--- src/rtl/core/csbd_pkg.sv ---
// ----------------------------------------------------------------------------
// csbd_pkg
// shared types, constants and the voltage-to-soc rom for the balance unit
// ----------------------------------------------------------------------------
`default_nettype none
package csbd_pkg;

    localparam int NUM_CELLS    = 4;
    localparam int TABLE_POINTS = 142;
    localparam int VOLT_W       = 16;
    localparam int SOC_W        = 14;
    localparam int CELL_W       = $clog2(NUM_CELLS);
    localparam int IDX_W        = $clog2(TABLE_POINTS);
    localparam int QDEPTH       = 2;
    localparam int QPTR_W       = 1;

    typedef logic [VOLT_W-1:0] t_volt;
    typedef logic [SOC_W-1:0]  t_soc;
    typedef logic [IDX_W-1:0]  t_idx;
    typedef logic [CELL_W-1:0] t_cell;

    // classified lookup job handed from the front end to the back end
    typedef struct packed {
        logic  clamp;   // result is rom soc at idx, no interpolation
        t_idx  idx;     // upper point for interpolation, or clamp point
        t_volt volt;
        t_cell cell_no;
    } t_job;

    typedef enum logic [1:0] {
        FE_IDLE,
        FE_SEARCH,
        FE_PUSH
    } t_fe_state;

    typedef enum logic [2:0] {
        BE_IDLE,
        BE_MUL,
        BE_DIV,
        BE_DONE
    } t_be_state;

    function automatic t_volt rom_volt(input t_idx i);
        t_volt v;
        case (i)
            8'd0: v = 16'd25210;   8'd1: v = 16'd25330;   8'd2: v = 16'd26220;
            8'd3: v = 16'd26430;   8'd4: v = 16'd26560;   8'd5: v = 16'd26720;
            8'd6: v = 16'd26890;   8'd7: v = 16'd27230;   8'd8: v = 16'd27570;
            8'd9: v = 16'd27910;   8'd10: v = 16'd28120;  8'd11: v = 16'd28410;
            8'd12: v = 16'd28750;  8'd13: v = 16'd29090;  8'd14: v = 16'd29340;
            8'd15: v = 16'd29680;  8'd16: v = 16'd30010;  8'd17: v = 16'd30350;
            8'd18: v = 16'd30600;  8'd19: v = 16'd30900;  8'd20: v = 16'd31150;
            8'd21: v = 16'd31450;  8'd22: v = 16'd31660;  8'd23: v = 16'd31870;
            8'd24: v = 16'd32040;  8'd25: v = 16'd32290;  8'd26: v = 16'd32500;
            8'd27: v = 16'd32670;  8'd28: v = 16'd32840;  8'd29: v = 16'd33010;
            8'd30: v = 16'd33130;  8'd31: v = 16'd33260;  8'd32: v = 16'd33390;
            8'd33: v = 16'd33470;  8'd34: v = 16'd33550;  8'd35: v = 16'd33640;
            8'd36: v = 16'd33760;  8'd37: v = 16'd33850;  8'd38: v = 16'd33930;
            8'd39: v = 16'd34020;  8'd40: v = 16'd34100;  8'd41: v = 16'd34190;
            8'd42: v = 16'd34230;  8'd43: v = 16'd34310;  8'd44: v = 16'd34400;
            8'd45: v = 16'd34440;  8'd46: v = 16'd34480;  8'd47: v = 16'd34560;
            8'd48: v = 16'd34610;  8'd49: v = 16'd34690;  8'd50: v = 16'd34730;
            8'd51: v = 16'd34810;  8'd52: v = 16'd34900;  8'd53: v = 16'd34940;
            8'd54: v = 16'd34980;  8'd55: v = 16'd35020;  8'd56: v = 16'd35070;
            8'd57: v = 16'd35110;  8'd58: v = 16'd35150;  8'd59: v = 16'd35190;
            8'd60: v = 16'd35230;  8'd61: v = 16'd35280;  8'd62: v = 16'd35360;
            8'd63: v = 16'd35400;  8'd64: v = 16'd35440;  8'd65: v = 16'd35490;
            8'd66: v = 16'd35530;  8'd67: v = 16'd35570;  8'd68: v = 16'd35610;
            8'd69: v = 16'd35650;  8'd70: v = 16'd35700;  8'd71: v = 16'd35780;
            8'd72: v = 16'd35820;  8'd73: v = 16'd35910;  8'd74: v = 16'd35950;
            8'd75: v = 16'd35990;  8'd76: v = 16'd36070;  8'd77: v = 16'd36120;
            8'd78: v = 16'd36200;  8'd79: v = 16'd36240;  8'd80: v = 16'd36330;
            8'd81: v = 16'd36410;  8'd82: v = 16'd36450;  8'd83: v = 16'd36540;
            8'd84: v = 16'd36620;  8'd85: v = 16'd36700;  8'd86: v = 16'd36790;
            8'd87: v = 16'd36830;  8'd88: v = 16'd36870;  8'd89: v = 16'd36960;
            8'd90: v = 16'd37000;  8'd91: v = 16'd37080;  8'd92: v = 16'd37170;
            8'd93: v = 16'd37210;  8'd94: v = 16'd37290;  8'd95: v = 16'd37380;
            8'd96: v = 16'd37420;  8'd97: v = 16'd37500;  8'd98: v = 16'd37590;
            8'd99: v = 16'd37630;  8'd100: v = 16'd37710; 8'd101: v = 16'd37750;
            8'd102: v = 16'd37840; 8'd103: v = 16'd37880; 8'd104: v = 16'd37960;
            8'd105: v = 16'd38050; 8'd106: v = 16'd38130; 8'd107: v = 16'd38170;
            8'd108: v = 16'd38260; 8'd109: v = 16'd38340; 8'd110: v = 16'd38430;
            8'd111: v = 16'd38470; 8'd112: v = 16'd38550; 8'd113: v = 16'd38680;
            8'd114: v = 16'd38760; 8'd115: v = 16'd38850; 8'd116: v = 16'd38930;
            8'd117: v = 16'd39060; 8'd118: v = 16'd39140; 8'd119: v = 16'd39270;
            8'd120: v = 16'd39350; 8'd121: v = 16'd39440; 8'd122: v = 16'd39520;
            8'd123: v = 16'd39600; 8'd124: v = 16'd39730; 8'd125: v = 16'd39810;
            8'd126: v = 16'd39940; 8'd127: v = 16'd40020; 8'd128: v = 16'd40070;
            8'd129: v = 16'd40190; 8'd130: v = 16'd40280; 8'd131: v = 16'd40360;
            8'd132: v = 16'd40450; 8'd133: v = 16'd40530; 8'd134: v = 16'd40610;
            8'd135: v = 16'd40660; 8'd136: v = 16'd40700; 8'd137: v = 16'd40780;
            8'd138: v = 16'd40820; 8'd139: v = 16'd40990; 8'd140: v = 16'd41160;
            8'd141: v = 16'd41290;
            default: v = 16'd41290;
        endcase
        return v;
    endfunction

    function automatic t_soc rom_soc(input t_idx i);
        t_soc s;
        case (i)
            8'd0: s = 14'd56;     8'd1: s = 14'd89;     8'd2: s = 14'd121;
            8'd3: s = 14'd131;    8'd4: s = 14'd154;    8'd5: s = 14'd156;
            8'd6: s = 14'd161;    8'd7: s = 14'd186;    8'd8: s = 14'd196;
            8'd9: s = 14'd219;    8'd10: s = 14'd251;   8'd11: s = 14'd261;
            8'd12: s = 14'd284;   8'd13: s = 14'd317;   8'd14: s = 14'd349;
            8'd15: s = 14'd382;   8'd16: s = 14'd447;   8'd17: s = 14'd479;
            8'd18: s = 14'd512;   8'd19: s = 14'd577;   8'd20: s = 14'd610;
            8'd21: s = 14'd707;   8'd22: s = 14'd740;   8'd23: s = 14'd805;
            8'd24: s = 14'd870;   8'd25: s = 14'd935;   8'd26: s = 14'd1033;
            8'd27: s = 14'd1131;  8'd28: s = 14'd1196;  8'd29: s = 14'd1294;
            8'd30: s = 14'd1392;  8'd31: s = 14'd1457;  8'd32: s = 14'd1554;
            8'd33: s = 14'd1620;  8'd34: s = 14'd1685;  8'd35: s = 14'd1782;
            8'd36: s = 14'd1848;  8'd37: s = 14'd1945;  8'd38: s = 14'd2010;
            8'd39: s = 14'd2108;  8'd40: s = 14'd2173;  8'd41: s = 14'd2238;
            8'd42: s = 14'd2336;  8'd43: s = 14'd2434;  8'd44: s = 14'd2499;
            8'd45: s = 14'd2597;  8'd46: s = 14'd2629;  8'd47: s = 14'd2727;
            8'd48: s = 14'd2760;  8'd49: s = 14'd2857;  8'd50: s = 14'd2955;
            8'd51: s = 14'd3053;  8'd52: s = 14'd3150;  8'd53: s = 14'd3248;
            8'd54: s = 14'd3313;  8'd55: s = 14'd3346;  8'd56: s = 14'd3444;
            8'd57: s = 14'd3509;  8'd58: s = 14'd3574;  8'd59: s = 14'd3672;
            8'd60: s = 14'd3704;  8'd61: s = 14'd3769;  8'd62: s = 14'd3900;
            8'd63: s = 14'd3965;  8'd64: s = 14'd4030;  8'd65: s = 14'd4095;
            8'd66: s = 14'd4193;  8'd67: s = 14'd4258;  8'd68: s = 14'd4323;
            8'd69: s = 14'd4388;  8'd70: s = 14'd4453;  8'd71: s = 14'd4551;
            8'd72: s = 14'd4649;  8'd73: s = 14'd4714;  8'd74: s = 14'd4812;
            8'd75: s = 14'd4877;  8'd76: s = 14'd4975;  8'd77: s = 14'd5072;
            8'd78: s = 14'd5137;  8'd79: s = 14'd5235;  8'd80: s = 14'd5300;
            8'd81: s = 14'd5398;  8'd82: s = 14'd5463;  8'd83: s = 14'd5561;
            8'd84: s = 14'd5659;  8'd85: s = 14'd5724;  8'd86: s = 14'd5821;
            8'd87: s = 14'd5854;  8'd88: s = 14'd5952;  8'd89: s = 14'd6017;
            8'd90: s = 14'd6049;  8'd91: s = 14'd6147;  8'd92: s = 14'd6212;
            8'd93: s = 14'd6277;  8'd94: s = 14'd6343;  8'd95: s = 14'd6440;
            8'd96: s = 14'd6538;  8'd97: s = 14'd6603;  8'd98: s = 14'd6668;
            8'd99: s = 14'd6734;  8'd100: s = 14'd6815; 8'd101: s = 14'd6883;
            8'd102: s = 14'd6965; 8'd103: s = 14'd7023; 8'd104: s = 14'd7118;
            8'd105: s = 14'd7199; 8'd106: s = 14'd7294; 8'd107: s = 14'd7365;
            8'd108: s = 14'd7434; 8'd109: s = 14'd7506; 8'd110: s = 14'd7597;
            8'd111: s = 14'd7681; 8'd112: s = 14'd7773; 8'd113: s = 14'd7867;
            8'd114: s = 14'd7962; 8'd115: s = 14'd8056; 8'd116: s = 14'd8137;
            8'd117: s = 14'd8229; 8'd118: s = 14'd8313; 8'd119: s = 14'd8395;
            8'd120: s = 14'd8463; 8'd121: s = 14'd8558; 8'd122: s = 14'd8616;
            8'd123: s = 14'd8698; 8'd124: s = 14'd8792; 8'd125: s = 14'd8861;
            8'd126: s = 14'd8955; 8'd127: s = 14'd9027; 8'd128: s = 14'd9085;
            8'd129: s = 14'd9177; 8'd130: s = 14'd9235; 8'd131: s = 14'd9330;
            8'd132: s = 14'd9424; 8'd133: s = 14'd9519; 8'd134: s = 14'd9600;
            8'd135: s = 14'd9636; 8'd136: s = 14'd9694; 8'd137: s = 14'd9752;
            8'd138: s = 14'd9810; 8'd139: s = 14'd9904; 8'd140: s = 14'd9997;
            8'd141: s = 14'd10044;
            default: s = 14'd10044;
        endcase
        return s;
    endfunction

endpackage
`default_nettype wire

--- src/rtl/core/csbd_queue.sv ---
// ----------------------------------------------------------------------------
// csbd_queue
// two-entry job queue between front and back end
// ----------------------------------------------------------------------------
`default_nettype none
module csbd_queue import csbd_pkg::*; (
    input  wire logic i_clk,
    input  wire logic i_rst_n,
    input  wire logic i_push,
    input  wire t_job i_job,
    input  wire logic i_pop,
    output logic      o_full,
    output logic      o_empty,
    output t_job      o_job
);

    t_job r_mem [QDEPTH];
    logic [QPTR_W-1:0] r_wp, r_rp;
    logic [QPTR_W:0]   r_cnt;

    always_ff @(posedge i_clk) begin
        if (!i_rst_n) begin
            r_wp  <= '0;
            r_rp  <= '0;
            r_cnt <= '0;
        end else begin
            if (i_push) r_wp <= r_wp + 1'b1;
            if (i_pop)  r_rp <= r_rp + 1'b1;
            r_cnt <= r_cnt + (QPTR_W+1)'(i_push) - (QPTR_W+1)'(i_pop);
        end
        if (i_push) begin
            r_mem[r_wp] <= i_job;
        end
    end

    assign o_full  = (r_cnt == (QPTR_W+1)'(QDEPTH));
    assign o_empty = (r_cnt == '0);
    assign o_job   = r_mem[r_rp];

endmodule
`default_nettype wire

--- config.mk ---
export PLATFORM = sky130hd
export DESIGN_NAME = csbd_queue
export DESIGN_NICKNAME = d
export VERILOG_FILES = /design/src/rtl/core/csbd_pkg.sv /design/src/rtl/core/csbd_queue.sv
export SDC_FILE = /design/constraint.sdc
export NUM_CORES = 1
export LEC_CHECK = 0
export ABC_AREA = 1
export BUFFER_PORTS_ARGS = -buffer_cell sky130_fd_sc_hd__buf_2
export CORE_UTILIZATION = 40
export CTS_CLUSTER_DIAMETER = 50
export DETAILED_ROUTE_END_ITERATION = 8
export SETUP_SLACK_MARGIN = 0.15
export SYNTH_ARGS = -nofsm -noshare
export SYNTH_HDL_FRONTEND = slang
export SYNTH_SLANG_ARGS = --single-unit
--- constraint.sdc ---
create_clock -name i_clk -period 2.6 [get_ports i_clk]
set_input_delay 0.52 -clock i_clk [delete_from_list [all_inputs] [get_ports i_clk]]
set_output_delay 0.52 -clock i_clk [all_outputs]
set_load 0.02 [all_outputs]
==> summary.txt <==
Route
  – Drt drc: 0
  – Vias: 1210
  – Routed Antenna Nets: 0
  – Drt wl/cell: 14.2 µm
  – Via density: 4.53
  – Wirelength, routed: 3790 µm
  – DRT Pass-1 Iters: 4
  – DR iter-0 viols: 57

Finish
  – Fin util: 0.522
  – Most common cell after layout, fill and taps aside: buf_2
  – FILL cells: 468
  – Layout area overhead: 26.1%
  – N_diodes: 0
  – Layout cells sized above 1: 0.549
  – Nets@finish: 223
  – Most frequent cells in the layout: 59 x buf_2, 54 x edfxtp_1, 20 x mux2_4

Floorplan
  – Die height: 77.5 µm
  – Initial Utilization: 0.414
  – I/O pin total: 60
  – FP Rows: 27
  – Core area: 5510 µm²
  – Die boundary width: 77.5 µm
  – DIE AREA: 6010 µm²

Setup path
  – CP startpoint kind: register
  – Crit. End Element: output pin
  – Worst Reg-to-Reg Cells: 3
  – FF-to-FF Start: r_wp$_SDFFE_PN0P_
  – Setup CP Type: reg2out
  – Worst Path Arrival: 1620 ps
  – CP required: 2080 ps
  – CP max FO: 12

Outcome
  – Status: completed

Synth
  – Yosys reg bits: 59
  – Mean post-synth cell area: 19.3 µm²
  – Post-synth net total: 151
  – Yosys warnings: 0
  – Cells after Synth: 118
  – Register area share after synthesis: 0.755
  – Cell Area, Synth: 2280 µm²
  – Synth unique cells: 12

Global route
  – Gr ovfl total: 0
  – Vias in the first global route: 1335
  – Initial antenna violation count: 0
  – Global-route wire length before repair: 6010 µm
  – GRT Resource Usage Total: 0.140
  – Largest net degree at the start of global routing: 17

Power
  – Net Sw Power: 498 µW
  – Share of power burned in registers: 0.499
  – PnR Total Power: 2.24 mW
  – Net Sw Frac: 0.222
  – Internal power component: 1.74 mW
  – Pwr/cell area: 779 nW/µm²
  – Peak supply drop: 0.349 mV
  – Comb pwr share: 0.118
  – Clock power share: 0.383
  – Static Leakage: 1.19 nW

Hold path
  – Hold path start: i_job[9]
  – WHS Path Cells: 1
  – HP Class: in2reg

Timing
  – Part of the cycle the worst path needs: 0.825
  – Max-slew violations: 0
  – Worst slew pin tran: 521 ps
  – FMAX: 0.466 GHz
  – Hold_ws: 380 ps
  – Post-layout min period: 2140 ps
  – Clk_skew: 5.53 ps
  – RSZ-0062 raised after global routing: false
  – Final setup fails: 0
  – Final Hold Vio Count: 0
  – Max-slew headroom: 0.652
  – Setup TNS: 0 ps

Clock network
  – TritonCTS clock tree: done
  – Clock insertion delay at the later pin of the skew report: 320 ps
  – Post-CTS Setup Inserts: 0
  – CTS sink count: 59
  – Root Driver: clkbuf_8
  – Clock transition at the registers of the reported paths: 70 ps
  – Htree depth: 3
  – PostCTS Resize Cnt: 0
  – Hold_buf cts: 0
  – TritonCTS buffer count: 9
  – Clock tree buffer depth: 2

Run
  – Max-Cap Viols: 0

Placed design
  – Buffers added on ports: 59
  – Post-DP HPWL: 2720 µm
  – Routability cong.: 0.766
synth_stat cells:
master,number,area (µm²)
nand2_1,8,30.0
dfxtp_1,5,100
edfxtp_1,54,1620
nor2_1,9,33.8
nand3_1,1,5.00
ha_1,2,25.0
inv_1,8,30.0
a21oi_1,1,5.00
buf_6,1,11.3
mux2_2,7,78.8
mux2_4,20,300
buf_12,2,40.0
layer usage:
metal  track usage  up-vias  routed length, µm
met2         0.246       43               2040
met1         0.140      581               1430
li1              -      579                  -
met5             0        -                  0
met3        0.0565        7                243
met4        0.0792        0                 72
power groups by stage:
stage	clock (mW)	combinational, mW	sequential (mW)
6_report	0.858	0.265	1.12
5_1_grt	0.914	0.286	1.12
4_1_cts	0.875	0.270	1.12
3_5_place_dp	0	0.269	1.14
3_3_place_gp	0	0.258	1.13
2_1_floorplan	0	0.188	1.13
sequential cells by signal, indices dropped and copies added, names as in the netlist, named ones only:
register,count
r_wp,1
r_mem,54
r_cnt,2
r_rp,1
logic make-up (layout without fill, tap and decap cells):
group,Yosys count,count (layout),share of synthesized area
and+or+nand+nor,18,18,0.0302
AOI/OAI and AO/OA,1,1,0.00219
adders and majority gates,2,2,0.0110
muxes,27,27,0.166
buffers and inverters,11,88,0.0357
DFF,59,59,0.755
cell type report:
cell class | instances | area (µm²) | share of cell area
Sequential cell | 59 | 1720 | 0.599
Multi-Input combinational cell | 48 | 480 | 0.167
Timing Repair Buffer | 64 | 345 | 0.120
Clock buffer | 9 | 124 | 0.0431
Tap cell | 72 | 90.1 | 0.0313
Clock inverter | 7 | 82.6 | 0.0287
Inverter | 8 | 30.0 | 0.0104
worst paths after layout:
path	end	slack, ps
min reg2reg	r_wp$_SDFFE_PN0P_	520
max reg2reg	r_mem[1][3]$_DFFE_PP_	1230
max	o_job[19]	460
min	r_mem[1][9]$_DFFE_PP_	380
per-stage QoR:
stage / instances / instance area, µm² / setup WS (ps)
after global routing: 267 / 2880 / 357
after detailed placement: 251 / 2670 / 772
after global placement: 251 / 2670 / 804
final: 267 / 2880 / 455
after floorplan: 118 / 2280 / 488
after CTS: 267 / 2880 / 397
critical path, cell delays in order (launching register included):
cell     delay, ps
dfxtp_2        530
buf_4          270
mux2_2         340
buf_2          160
(Power assumes the default switching activity.)
